==> config.mk <==
export PLATFORM = sky130hd
export DESIGN_NAME = cooler_level_thermal_controller
export DESIGN_NICKNAME = d
export VERILOG_FILES = /design/src/rtl/core/clt_pkg.sv /design/src/rtl/core/clt_step.sv /design/src/rtl/core/cooler_level_thermal_controller.sv
export SDC_FILE = /design/constraint.sdc
export NUM_CORES = 1
export LEC_CHECK = 0
export ABC_AREA = 1
export BUFFER_PORTS_ARGS = -buffer_cell sky130_fd_sc_hd__buf_2
export CAP_MARGIN = 20
export CORE_ASPECT_RATIO = 2
export CORE_MARGIN = 2
export CORE_UTILIZATION = 46
export CTS_CLUSTER_DIAMETER = 60
export DETAILED_ROUTE_END_ITERATION = 7
export GPL_TIMING_DRIVEN = 0
export HOLD_SLACK_MARGIN = 0.1
export PLACE_DENSITY = 0.73
export SYNTH_ARGS = -nofsm -noshare
export SYNTH_HDL_FRONTEND = slang
export SYNTH_SLANG_ARGS = --single-unit
==> constraint.sdc <==
create_clock -name clk -period 9.99 [get_ports clk]
set_input_delay 1.998 -clock clk [delete_from_list [all_inputs] [get_ports clk]]
set_output_delay 1.998 -clock clk [all_outputs]
set_load 0.05 [all_outputs]
==> src/rtl/core/clt_pkg.sv <==
`timescale 1ns / 1ps

package clt_pkg;

	localparam int unsigned TEMP_W  = 11;
	localparam int unsigned GEAR_W  = 4;
	localparam int unsigned TGT_W   = 6;
	localparam int unsigned RPM_W   = 13;
	localparam int unsigned CHILL_W = 8;
	localparam int unsigned CFG_IDX_W = 3;

	localparam logic [GEAR_W-1:0] GEAR_TOP     = 4'd10;
	localparam logic [GEAR_W-1:0] CAP_FROM_TWO = 4'd8;
	localparam logic [GEAR_W-1:0] CAP_FROM_ONE = 4'd6;
	localparam logic [GEAR_W-1:0] FLOOR_ONE    = 4'd5;
	localparam logic [GEAR_W-1:0] FLOOR_TWO    = 4'd7;
	localparam logic [GEAR_W-1:0] FLOOR_THREE  = 4'd9;

	localparam logic [TEMP_W-1:0] FILTER_SEED    = 11'd250;
	localparam logic signed [TEMP_W:0] RESTART_CENTER = 12'sd350;
	localparam logic [TGT_W-1:0]  FIXED_TARGET   = 6'd20;

	localparam logic signed [TEMP_W-1:0] BATT_RISE_TWO_RST = 11'sd350;
	localparam logic signed [TEMP_W-1:0] BATT_RISE_ONE_RST = 11'sd345;
	localparam logic signed [TEMP_W-1:0] BATT_FALL_ONE_RST = 11'sd335;
	localparam logic signed [TEMP_W-1:0] BATT_FALL_TWO_RST = 11'sd330;
	localparam logic [TEMP_W-1:0] CPU_ALARM_ONE_RST   = 11'd650;
	localparam logic [TEMP_W-1:0] CPU_ALARM_TWO_RST   = 11'd750;
	localparam logic [TEMP_W-1:0] CPU_ALARM_THREE_RST = 11'd850;
	localparam logic [TEMP_W-1:0] CPU_ALL_CLEAR_RST   = 11'd550;

	localparam logic MODE_SMART = 1'b0;
	localparam logic MODE_FIXED = 1'b1;

	typedef enum logic {
		OP_TICK,
		OP_RESTART
	} op_t;

	typedef enum logic [1:0] {
		ALARM_CLEAR,
		ALARM_ONE,
		ALARM_TWO,
		ALARM_THREE
	} alarm_t;

	typedef enum logic [CFG_IDX_W-1:0] {
		REG_BATT_RISE_TWO,
		REG_BATT_RISE_ONE,
		REG_BATT_FALL_ONE,
		REG_BATT_FALL_TWO,
		REG_CPU_ALARM_ONE,
		REG_CPU_ALARM_TWO,
		REG_CPU_ALARM_THREE,
		REG_CPU_ALL_CLEAR
	} cfg_idx_t;

	typedef struct packed {
		logic signed [TEMP_W-1:0] batt_rise_two;
		logic signed [TEMP_W-1:0] batt_rise_one;
		logic signed [TEMP_W-1:0] batt_fall_one;
		logic signed [TEMP_W-1:0] batt_fall_two;
		logic [TEMP_W-1:0]        cpu_alarm_one;
		logic [TEMP_W-1:0]        cpu_alarm_two;
		logic [TEMP_W-1:0]        cpu_alarm_three;
		logic [TEMP_W-1:0]        cpu_all_clear;
	} cfg_t;

	typedef struct packed {
		logic [GEAR_W-1:0] base_gear;
		alarm_t            alarm_state;
		logic [TEMP_W-1:0] smoothed_cpu;
		logic              first_sample;
	} state_t;

	typedef struct packed {
		op_t                      opcode;
		logic signed [TEMP_W-1:0] batt_temp;
		logic                     batt_ok;
		logic [TEMP_W-1:0]        cpu_temp;
		logic                     cpu_ok;
	} item_t;

	typedef struct packed {
		logic               run_mode;
		logic [TGT_W-1:0]   target_celsius;
		logic [RPM_W-1:0]   fixed_fan_rpm;
		logic [CHILL_W-1:0] chiller_strength;
		logic [RPM_W-1:0]   fan_rpm_ceiling;
	} lut_t;

	typedef struct packed {
		logic [GEAR_W-1:0] gear;
		lut_t              lut;
		alarm_t            alarm_level;
	} res_t;

	function automatic lut_t gear_lut(input logic [GEAR_W-1:0] g);
		lut_t r;
		r = '0;
		unique case (g)
			4'd0:  r = '{MODE_FIXED, FIXED_TARGET, 13'd2000, 8'd20, 13'd0};
			4'd1:  r = '{MODE_FIXED, FIXED_TARGET, 13'd2200, 8'd40, 13'd0};
			4'd2:  r = '{MODE_FIXED, FIXED_TARGET, 13'd2500, 8'd60, 13'd0};
			4'd3:  r = '{MODE_FIXED, FIXED_TARGET, 13'd2900, 8'd80, 13'd0};
			4'd4:  r = '{MODE_SMART, 6'd18, 13'd0, 8'd0, 13'd3400};
			4'd5:  r = '{MODE_SMART, 6'd16, 13'd0, 8'd0, 13'd4000};
			4'd6:  r = '{MODE_SMART, 6'd15, 13'd0, 8'd0, 13'd4600};
			4'd7:  r = '{MODE_SMART, 6'd14, 13'd0, 8'd0, 13'd5100};
			4'd8:  r = '{MODE_SMART, 6'd13, 13'd0, 8'd0, 13'd5500};
			4'd9:  r = '{MODE_SMART, 6'd12, 13'd0, 8'd0, 13'd5800};
			4'd10: r = '{MODE_FIXED, FIXED_TARGET, 13'd6000, 8'd190, 13'd0};
			default: r = '0;
		endcase
		return r;
	endfunction

	function automatic logic [GEAR_W-1:0] floor_of(input alarm_t a);
		logic [GEAR_W-1:0] f;
		f = '0;
		unique case (a)
			ALARM_THREE: f = FLOOR_THREE;
			ALARM_TWO:   f = FLOOR_TWO;
			ALARM_ONE:   f = FLOOR_ONE;
			ALARM_CLEAR: f = '0;
		endcase
		return f;
	endfunction

endpackage

==> src/rtl/core/clt_step.sv <==
`timescale 1ns / 1ps

module clt_step import clt_pkg::*; #(
	parameter int unsigned HOLD_TICKS = 4,
	parameter int unsigned HOLD_W     = 3
) (
	input  cfg_t              cfg,
	input  state_t            st,
	input  logic [HOLD_W-1:0] hold,
	input  item_t             item,
	output state_t            st_next,
	output logic [HOLD_W-1:0] hold_next,
	output res_t              res
);

	localparam logic [HOLD_W-1:0] HoldLoad = HOLD_W'(HOLD_TICKS);

	logic [TEMP_W+1:0]        filt_sum;
	logic [TEMP_W-1:0]        t;
	alarm_t                   lvl;
	alarm_t                   alarm_n;
	logic                     changed;
	logic [GEAR_W-1:0]        base_c;
	logic [HOLD_W-1:0]        hold_c;
	logic [GEAR_W-1:0]        base_b;
	logic [HOLD_W-1:0]        hold_b;
	logic [GEAR_W-1:0]        floor_g;
	logic [GEAR_W-1:0]        gear;
	logic signed [TEMP_W:0]   rs_diff;
	logic [GEAR_W-1:0]        rs_gear;

	// (25*new + 75*old)/100 is (new + 3*old)/4
	assign filt_sum = {2'b00, item.cpu_temp} + {2'b00, st.smoothed_cpu}
		+ {1'b0, st.smoothed_cpu, 1'b0};
	assign t = st.first_sample ? item.cpu_temp : filt_sum[TEMP_W+1:2];

	always_comb begin
		priority if (t > cfg.cpu_alarm_three) begin
			lvl = ALARM_THREE;
		end else if (t > cfg.cpu_alarm_two) begin
			lvl = ALARM_TWO;
		end else if (t > cfg.cpu_alarm_one) begin
			lvl = ALARM_ONE;
		end else if (t < cfg.cpu_all_clear) begin
			lvl = ALARM_CLEAR;
		end else if (t < cfg.cpu_alarm_one
				&& (st.alarm_state == ALARM_TWO || st.alarm_state == ALARM_THREE)) begin
			lvl = ALARM_ONE;
		end else if (t < cfg.cpu_alarm_two && st.alarm_state == ALARM_THREE) begin
			lvl = ALARM_TWO;
		end else begin
			lvl = st.alarm_state;
		end
	end

	assign changed = item.cpu_ok && (lvl != st.alarm_state);
	assign alarm_n = item.cpu_ok ? lvl : st.alarm_state;
	assign hold_c  = changed ? HoldLoad : hold;

	// cap the base gear when dropping from level two or one to a lower level
	always_comb begin
		base_c = st.base_gear;
		if (changed && st.alarm_state == ALARM_TWO
				&& (lvl == ALARM_CLEAR || lvl == ALARM_ONE) && st.base_gear > CAP_FROM_TWO) begin
			base_c = CAP_FROM_TWO;
		end
		if (changed && st.alarm_state == ALARM_ONE && lvl == ALARM_CLEAR
				&& st.base_gear > CAP_FROM_ONE) begin
			base_c = CAP_FROM_ONE;
		end
	end

	// battery steps, taken only once the hold count is zero; else the hold counts down
	always_comb begin
		base_b = base_c;
		hold_b = hold_c;
		if (hold_c != '0) begin
			hold_b = hold_c - 1'b1;
		end else if (item.batt_ok) begin
			priority if (item.batt_temp >= cfg.batt_rise_two) begin
				base_b = (base_c >= GEAR_TOP - 4'd1) ? GEAR_TOP : base_c + 4'd2;
				hold_b = HoldLoad;
			end else if (item.batt_temp >= cfg.batt_rise_one) begin
				base_b = (base_c >= GEAR_TOP) ? GEAR_TOP : base_c + 4'd1;
				hold_b = HoldLoad;
			end else if (item.batt_temp <= cfg.batt_fall_two) begin
				base_b = (base_c <= 4'd1) ? 4'd0 : base_c - 4'd2;
				hold_b = HoldLoad;
			end else if (item.batt_temp <= cfg.batt_fall_one) begin
				base_b = (base_c == 4'd0) ? 4'd0 : base_c - 4'd1;
				hold_b = HoldLoad;
			end else begin
				base_b = base_c;
			end
		end
	end

	assign floor_g = floor_of(alarm_n);
	assign gear    = (floor_g > base_b) ? floor_g : base_b;

	// restart seed: (batt - 350)/10 toward zero, held to 0..10
	assign rs_diff = {item.batt_temp[TEMP_W-1], item.batt_temp} - RESTART_CENTER;

	always_comb begin
		rs_gear = '0;
		if (item.batt_ok) begin
			for (int k = 1; k <= 10; k++) begin
				if (rs_diff >= (TEMP_W+1)'(10 * k)) begin
					rs_gear = GEAR_W'(k);
				end
			end
		end
	end

	always_comb begin
		if (item.opcode == OP_RESTART) begin
			st_next.base_gear    = rs_gear;
			st_next.alarm_state  = ALARM_CLEAR;
			st_next.smoothed_cpu = FILTER_SEED;
			st_next.first_sample = 1'b1;
			hold_next            = '0;
			res.gear             = rs_gear;
			res.lut              = gear_lut(rs_gear);
			res.alarm_level      = ALARM_CLEAR;
		end else begin
			st_next.base_gear    = base_b;
			st_next.alarm_state  = alarm_n;
			st_next.smoothed_cpu = item.cpu_ok ? t : st.smoothed_cpu;
			st_next.first_sample = st.first_sample && !item.cpu_ok;
			hold_next            = hold_b;
			res.gear             = gear;
			res.lut              = gear_lut(gear);
			res.alarm_level      = alarm_n;
		end
	end

endmodule

==> src/rtl/core/cooler_level_thermal_controller.sv <==
`timescale 1ns / 1ps

// channel  | handshake            | payload
// ---------+----------------------+-------------------------------------------
// in       | in_valid / in_stall  | opcode batt_temp batt_ok cpu_temp cpu_ok
// out      | out_valid / out_stall| gear run_mode target_celsius fixed_fan_rpm
//          |                      | chiller_strength fan_rpm_ceiling alarm_level
// cfg      | cfg_we               | cfg_index cfg_data
//
// one beat per cycle while the output is not stalled; a taken beat passes through
// the input register, then the step logic into the result register
// the controller state updates in the same edge that loads the result register
// arst_n sets state, thresholds and valid flags to their reset values
// a stalled output holds; the input register still takes one beat meanwhile

module cooler_level_thermal_controller import clt_pkg::*; #(
	parameter int unsigned HOLD_TICKS = 4
) (
	input  logic                     clk,
	input  logic                     arst_n,
	input  logic                     in_valid,
	output logic                     in_stall,
	input  logic                     opcode,
	input  logic signed [TEMP_W-1:0] batt_temp,
	input  logic                     batt_ok,
	input  logic [TEMP_W-1:0]        cpu_temp,
	input  logic                     cpu_ok,
	output logic                     out_valid,
	input  logic                     out_stall,
	output logic [GEAR_W-1:0]        gear,
	output logic                     run_mode,
	output logic [TGT_W-1:0]         target_celsius,
	output logic [RPM_W-1:0]         fixed_fan_rpm,
	output logic [CHILL_W-1:0]       chiller_strength,
	output logic [RPM_W-1:0]         fan_rpm_ceiling,
	output logic [1:0]               alarm_level,
	input  logic                     cfg_we,
	input  logic [CFG_IDX_W-1:0]     cfg_index,
	input  logic [TEMP_W-1:0]        cfg_data
);

	localparam int unsigned HoldW = $clog2(HOLD_TICKS + 1);

	cfg_t              cfg_q;
	state_t            st_q;
	logic [HoldW-1:0]  hold_q;
	item_t             item_s1;
	logic              valid_s1;
	res_t              res_s2;
	logic              valid_s2;

	state_t            st_next;
	logic [HoldW-1:0]  hold_next;
	res_t              res_next;
	logic              advance;
	logic              in_take;
	logic              fire;

	assign advance  = !valid_s2 || !out_stall;
	assign in_stall = valid_s1 && !advance;
	assign in_take  = in_valid && !in_stall;
	assign fire     = valid_s1 && advance;

	always_ff @(posedge clk or negedge arst_n) begin
		if (!arst_n) begin
			cfg_q.batt_rise_two   <= BATT_RISE_TWO_RST;
			cfg_q.batt_rise_one   <= BATT_RISE_ONE_RST;
			cfg_q.batt_fall_one   <= BATT_FALL_ONE_RST;
			cfg_q.batt_fall_two   <= BATT_FALL_TWO_RST;
			cfg_q.cpu_alarm_one   <= CPU_ALARM_ONE_RST;
			cfg_q.cpu_alarm_two   <= CPU_ALARM_TWO_RST;
			cfg_q.cpu_alarm_three <= CPU_ALARM_THREE_RST;
			cfg_q.cpu_all_clear   <= CPU_ALL_CLEAR_RST;
		end else if (cfg_we) begin
			unique case (cfg_idx_t'(cfg_index))
				REG_BATT_RISE_TWO:   cfg_q.batt_rise_two   <= cfg_data;
				REG_BATT_RISE_ONE:   cfg_q.batt_rise_one   <= cfg_data;
				REG_BATT_FALL_ONE:   cfg_q.batt_fall_one   <= cfg_data;
				REG_BATT_FALL_TWO:   cfg_q.batt_fall_two   <= cfg_data;
				REG_CPU_ALARM_ONE:   cfg_q.cpu_alarm_one   <= cfg_data;
				REG_CPU_ALARM_TWO:   cfg_q.cpu_alarm_two   <= cfg_data;
				REG_CPU_ALARM_THREE: cfg_q.cpu_alarm_three <= cfg_data;
				REG_CPU_ALL_CLEAR:   cfg_q.cpu_all_clear   <= cfg_data;
			endcase
		end
	end

	// input register
	always_ff @(posedge clk or negedge arst_n) begin
		if (!arst_n) begin
			valid_s1 <= 1'b0;
		end else if (in_take) begin
			valid_s1 <= 1'b1;
		end else if (advance) begin
			valid_s1 <= 1'b0;
		end
	end

	always_ff @(posedge clk) begin
		if (in_take) begin
			item_s1.opcode    <= op_t'(opcode);
			item_s1.batt_temp <= batt_temp;
			item_s1.batt_ok   <= batt_ok;
			item_s1.cpu_temp  <= cpu_temp;
			item_s1.cpu_ok    <= cpu_ok;
		end
	end

	clt_step #(
		.HOLD_TICKS (HOLD_TICKS),
		.HOLD_W     (HoldW)
	) u_step (
		.cfg       (cfg_q),
		.st        (st_q),
		.hold      (hold_q),
		.item      (item_s1),
		.st_next   (st_next),
		.hold_next (hold_next),
		.res       (res_next)
	);

	// controller state
	always_ff @(posedge clk or negedge arst_n) begin
		if (!arst_n) begin
			st_q.base_gear    <= '0;
			st_q.alarm_state  <= ALARM_CLEAR;
			st_q.smoothed_cpu <= FILTER_SEED;
			st_q.first_sample <= 1'b1;
			hold_q            <= '0;
		end else if (fire) begin
			st_q   <= st_next;
			hold_q <= hold_next;
		end
	end

	// result register
	always_ff @(posedge clk or negedge arst_n) begin
		if (!arst_n) begin
			valid_s2 <= 1'b0;
		end else if (fire) begin
			valid_s2 <= 1'b1;
		end else if (!out_stall) begin
			valid_s2 <= 1'b0;
		end
	end

	always_ff @(posedge clk) begin
		if (fire) begin
			res_s2 <= res_next;
		end
	end

	assign out_valid        = valid_s2;
	assign gear             = res_s2.gear;
	assign run_mode         = res_s2.lut.run_mode;
	assign target_celsius   = res_s2.lut.target_celsius;
	assign fixed_fan_rpm    = res_s2.lut.fixed_fan_rpm;
	assign chiller_strength = res_s2.lut.chiller_strength;
	assign fan_rpm_ceiling  = res_s2.lut.fan_rpm_ceiling;
	assign alarm_level      = res_s2.alarm_level;

endmodule

# Word-level counts from Yosys, hierarchy flattened
# Memory sizes are Yosys's and may differ from the RTL's.
# Cells that the tools add are included.
# totals
regBits	183
latchBits	0
mem_bits_rw	0
mem_bits_ro	1120
n_memories	2
# classes
add_sub_neg	8
multipliers	0
n_div	0
n_lt_le_gt_ge	26
n_eq_ne	16
shifts	0
mux	48
bitwise	0
n_reduce_logical	37
# mem_list
memory	depth	width	rd	rd_ports_with_merged_regs	write_ports	line_no	text
(name not given)	16	35	1	0	0	clt_pkg.sv:101	unique case (g)
(name not given)	16	35	1	0	0	clt_pkg.sv:101	
# ops
op	n
$mux 4	17
$ge 12x8->1 const B	4
$mux 47	1
$ge 12x7->1 const B	3
$mux 3	12
$gt 11x11->1	3
$lt 11x11->1	3
$ge 12x6->1 const B	2
$ge 11x11->1	2
$le 11x11->1	2
$mux 11	2
$mux 18	1
$mux 2	9
$reduce_and 2->1	9
$pmux 4 s4	1
$add 13x12->13	1
$logic_and 1x1->1	13
$add 11x11->12	1
$eq 3x3->1 const B	4
$ge 12x5->1 const B	1
$sub 11x10->12 const B	1
$eq 2x2->1 const B	4
$ge 4x4->1 const B	2
$eq 2x1->1 const B	3
other kinds (21)	34

# Depth between registers and ports, before layout
# An unclocked memory read counts as a cell.
# depth
ltp_word	30
depth_mapped	70
mapped_depth_nobuf	69

# Cells and area by module
# A second synthesis with hierarchy kept.
# unflattened
hier_cells	1632
hier_area_um2	12751.0
# modules_own_cells
module	instances	cells_per_inst	area_each_um2	seq_area_each_um2
cooler_level_thermal_controller	1	581	6598.8	4999.8
clt_step	1	1051	6152.2	0.0

# Worst setup path after synthesis
# OpenSTA, ideal clock, no wires.
# synth_timing
path_type	register to register
from	reg st_q[3] (netlist bit)
to	reg res_s2 (netlist bit fixed_fan_rpm[9]), data pin
setup_time_ns	0.256
arrival_ns	7.098
slack_ns	2.636
path_stages_with_launch	56
n_path_buf	0
path_cell_list	dfrtp_1 -> ha_1 -> nand2_1 -> o21a_1 -> inv_1 -> a21oi_1 -> o21bai_1 -> a21oi_1 -> o21bai_1 -> a21oi_1 -> o21ai_0 -> xnor2_1 -> inv_1 -> ha_1 -> a21oi_1 -> o21ai_0 -> or2_2 -> nand3_1 -> (+20 left out) -> nand2_1 -> clkinv_1 -> nand2_1 -> nand2_2 -> nand2_2 -> ha_1 -> a21oi_1 -> nand2_1 -> nand2_1 -> inv_1 -> nand2_1 -> nand2_1 -> inv_1 -> ha_1 -> nand3_1 -> nand2_1 -> nand2_1 -> nand2_1
# synth_lines
element	line_no	text
start: declaration	cooler_level_thermal_controller.sv:45	state_t st_q;
start signal: assignment	cooler_level_thermal_controller.sv:131	st_q <= st_next;
end signal: assignment	cooler_level_thermal_controller.sv:149	res_s2 <= res_next;
end: declaration	cooler_level_thermal_controller.sv:49	res_t res_s2;

==> summary.txt <==
Run status
  • Outcome: complete, no violations

Synthesis
  • Netlist cell types: 54
  • Synthesized area: 0.0119 sq mm
  • Seq/Total Area, Yosys: 38.6%
  • Syn. warnings: 0
  • Share of flip-flops with an asynchronous set or reset: 65.7%
  • FF+latch count, synth: approximately 170
  • Post-synth EDFFs: 58
  • Biggest area consumer among synthesized cells: ha_1
  • Synth Instances: between 1000 and 1500
  • Dominant cells by area after synthesis: ha_1 (15%), edfxtp_1 (15%), dfrtp_1 (13%), nand2_1 (11%), dfstp_2 (11%)
  • Synthesized area per cell: approximately 8.0 sq um
  • Top cell type's share of synthesized area: 15.2%
  • Most common flop cell mapped by yosys: dfrtp_1

Worst hold path
  • Hold Startpoint: cfg_q[84]
  • Worst hold-check path type: flip-flop to flip-flop

Critical path
  • Crit Path Class: flip-flop to flip-flop
  • Crit start category: flip-flop
  • CP Max Fanout: 10
  • Slowest CP cell: edfxtp_1
  • Critical path's largest stage delay: 0.43 ns
  • CP endpoint kind: flip-flop
  • Worst R2R Start: item_s1[1]
  • CP dominant cell by count: nand2_1
  • CP arrival: ~9.2 ns
  • CP delay by family, top: simple AND/OR/NAND/NOR gates
  • WP buf/inv: 9
  • Req. time, crit path: about 10 ns
  • CP startpoint: item_s1[1]

Power and ir drop
  • Clk pwr share: 13.3%
  • Leak pwr: 0.00669 uW
  • Seq pwr share: 22.8%
  • Maximum vdd drop: 0.227 mV
  • Pwr Total: 4770 uW
  • Cell Pwr Density: 358 mW/mm^2
  • Switch share: 50.8%
  • Logic pwr share: 63.9%
  • Power Internal: around 2300 uW
  • Sw Pwr: 2420 uW

Floorplanning
  • Row Count: between 80 and 90
  • DIE HEIGHT: 231 um
  • DIE AREA: 0.0271 sq mm
  • Total core area: approximately 0.026 sq mm
  • DIE WIDTH: 118 um
  • Ports: 93
  • Starting Density: 46.4%

Placement
  • Post-DP HPWL: about 24 mm
  • Dpl cells: ~1900
  • Final Wtd Congestion: 0.962
  • Placed Area: 0.0128 sq mm
  • Port bufs: 86

Routing
  • # DRC: 0
  • Vias/cell: 5.29
  • Final wirelength: roughly 30 mm
  • Antenna viol nets, final: 0
  • Iteration-0 DRC count of the detailed router: 584
  • Vias post-DR: just over 10000
  • Routed len/inst: around 16 um
  • DR pass1 iterations: 7

Clocking
  • Clock Root Buffer: clkbuf_16
  • Clk_lat worst skew: 0.46 ns
  • # hold bufs at CTS: 0
  • TritonCTS Buffers: 17
  • Clock transition at path regs: 0.07 ns
  • CTS tree: yes
  • CTS sink count: 169
  • Maximum clock path buffer count: 2
  • Post-cts resize count: 0
  • Postcts setup bufs: 0
  • H-Tree Depth: 4

Final layout
  • Ant diodes: 0
  • Post-layout instance area: 0.0133 sq mm
  • Sequential Area: between 0.004 and 0.005 sq mm
  • Fill cells: 2452
  • Fin nets: 1786
  • Multi-input gate area: 0.00617 sq mm
  • Area Growth Syn to Fin: 12.5%
  • Share of cells above drive strength 1: ~14%
  • Post-route insts no fill: a little under 2000
  • Most frequent cells in the layout: nand2_1 (357), inv_1 (228), o21ai_0 (152), ha_1 (144), buf_2 (87)
  • Final core utilization: 52.2%
  • Commonest non-fill, non-tap cell in the layout: nand2_1

STA
  • Tightest Pin Transition: 0.777 ns
  • Period minus WS final: 8.97 ns
  • Hold violation total from the final report: 0
  • Setup_tns: 0 ns
  • Slew HR: slightly below 50%
  • Peak Freq: 112 MHz
  • Final Skew: 0.0165 ns
  • Fin crit share: between 80% and 90%
  • RSZ-0062 raised after global routing: no
  • Pins over their slew limit: 0
  • Count of final setup violators: 0

Global route
  • Vias in the first global route: 10300
  • Largest net degree at the start of global routing: 60
  • Overall Global Routing Usage: 23.2%
  • Global-route wire length before repair: 49.7 mm
  • Initial antenna violation count: 0
  • Global route overflow: 0

Job
  • # Max-Cap Violations: 0
## synth_stat cells, drive strengths merged, types with 12 or more instances
library cell / n
a21oi: 73
buf: 19
clkbuf: 19
dfrtp: 63
dfstp: 48
edfxtp: 58
ha: 144
inv: 236
nand2: 368
nand3: 78
nand4: 12
nor2: 93
nor3: 15
o21ai: 157
xor2: 15
## logic make-up (layout without fill, tap and decap cells)
logic type	Yosys count	in the layout	share of synthesized area [%]
adders and majority gates	146	146	15.5
buffers and inverters	277	397	9.43
xor gates and xnor gates	19	19	1.40
DFF	169	169	38.6
and+or+nand+nor	587	587	21.6
AOI/OAI and AO/OA	285	285	13.3
other	1	6	0.0316
## sequential cells by signal, indices dropped and copies added, names as in the netlist
signal,flops
cfg_q,88
item_s1,25
st_q,18
fan_rpm_ceiling,9
fixed_fan_rpm,9
target_celsius,5
gear,4
chiller_strength,3
hold_q,3
alarm_level,2
out_valid,1
run_mode,1
valid_s1,1
## worst paths after layout
check	end	slack (ns)	cells after the start
max in group asynchronous	st_q[8]	7.57	2
worst max-delay path	fixed_fan_rpm[9]	1.02	54
min in group asynchronous	cfg_q[48]	1.60	1
worst min register to register	cfg_q[84]	0.48	2
worst max register to register	fixed_fan_rpm[9]	1.02	54
worst min-delay path	cfg_q[84]	0.48	2
## metrics by stage
step,setup WS (ns),hold slack [ns]
final,1.02,0.484
after global routing,0.0824,0.501
after CTS,1.08,0.489
after detailed placement,1.19,0.473
after global placement,1.48,0.453
after floorplan,2.64,0.448
## tightest hold or removal path: stages (launching register included)
cell and delay (ns):
dfrtp_1 0.34, nand2_1 0.05, o21ai_0 0.06
## cell type report
cell class              count  share of cell area, %
multi-input cells        1043                   46.3
flip-flops and latches    169                   34.3
inverters                 239                   6.73
clock buffers              27                   3.87
repair buffers             88                   3.66
well taps                 340                   3.19
plain buffers              38                   1.65
clock inverters             5                  0.272
## metal layers
metal,vias up,part of all wire [%],track usage [%],routed length (um)
met5,-,0,0,0
met4,0,6.1,15.7,1860
met3,118,3.8,4.13,1150
met2,308,55,44.8,16700
met1,4789,35,22.0,10700
li1,5100,-,-,-
## power by group through the flow
stage               Sequential [uW]  Combinational, uW  Clock (uW)
floorplan                      1300               2090           0
global placement               1090               2890           0
detailed placement             1100               2990           0
CTS                            1090               3020         645
global route                   1110               3410         669
finish                         1090               3050         635
No activity file was read; power rests on OpenSTA's default activity.
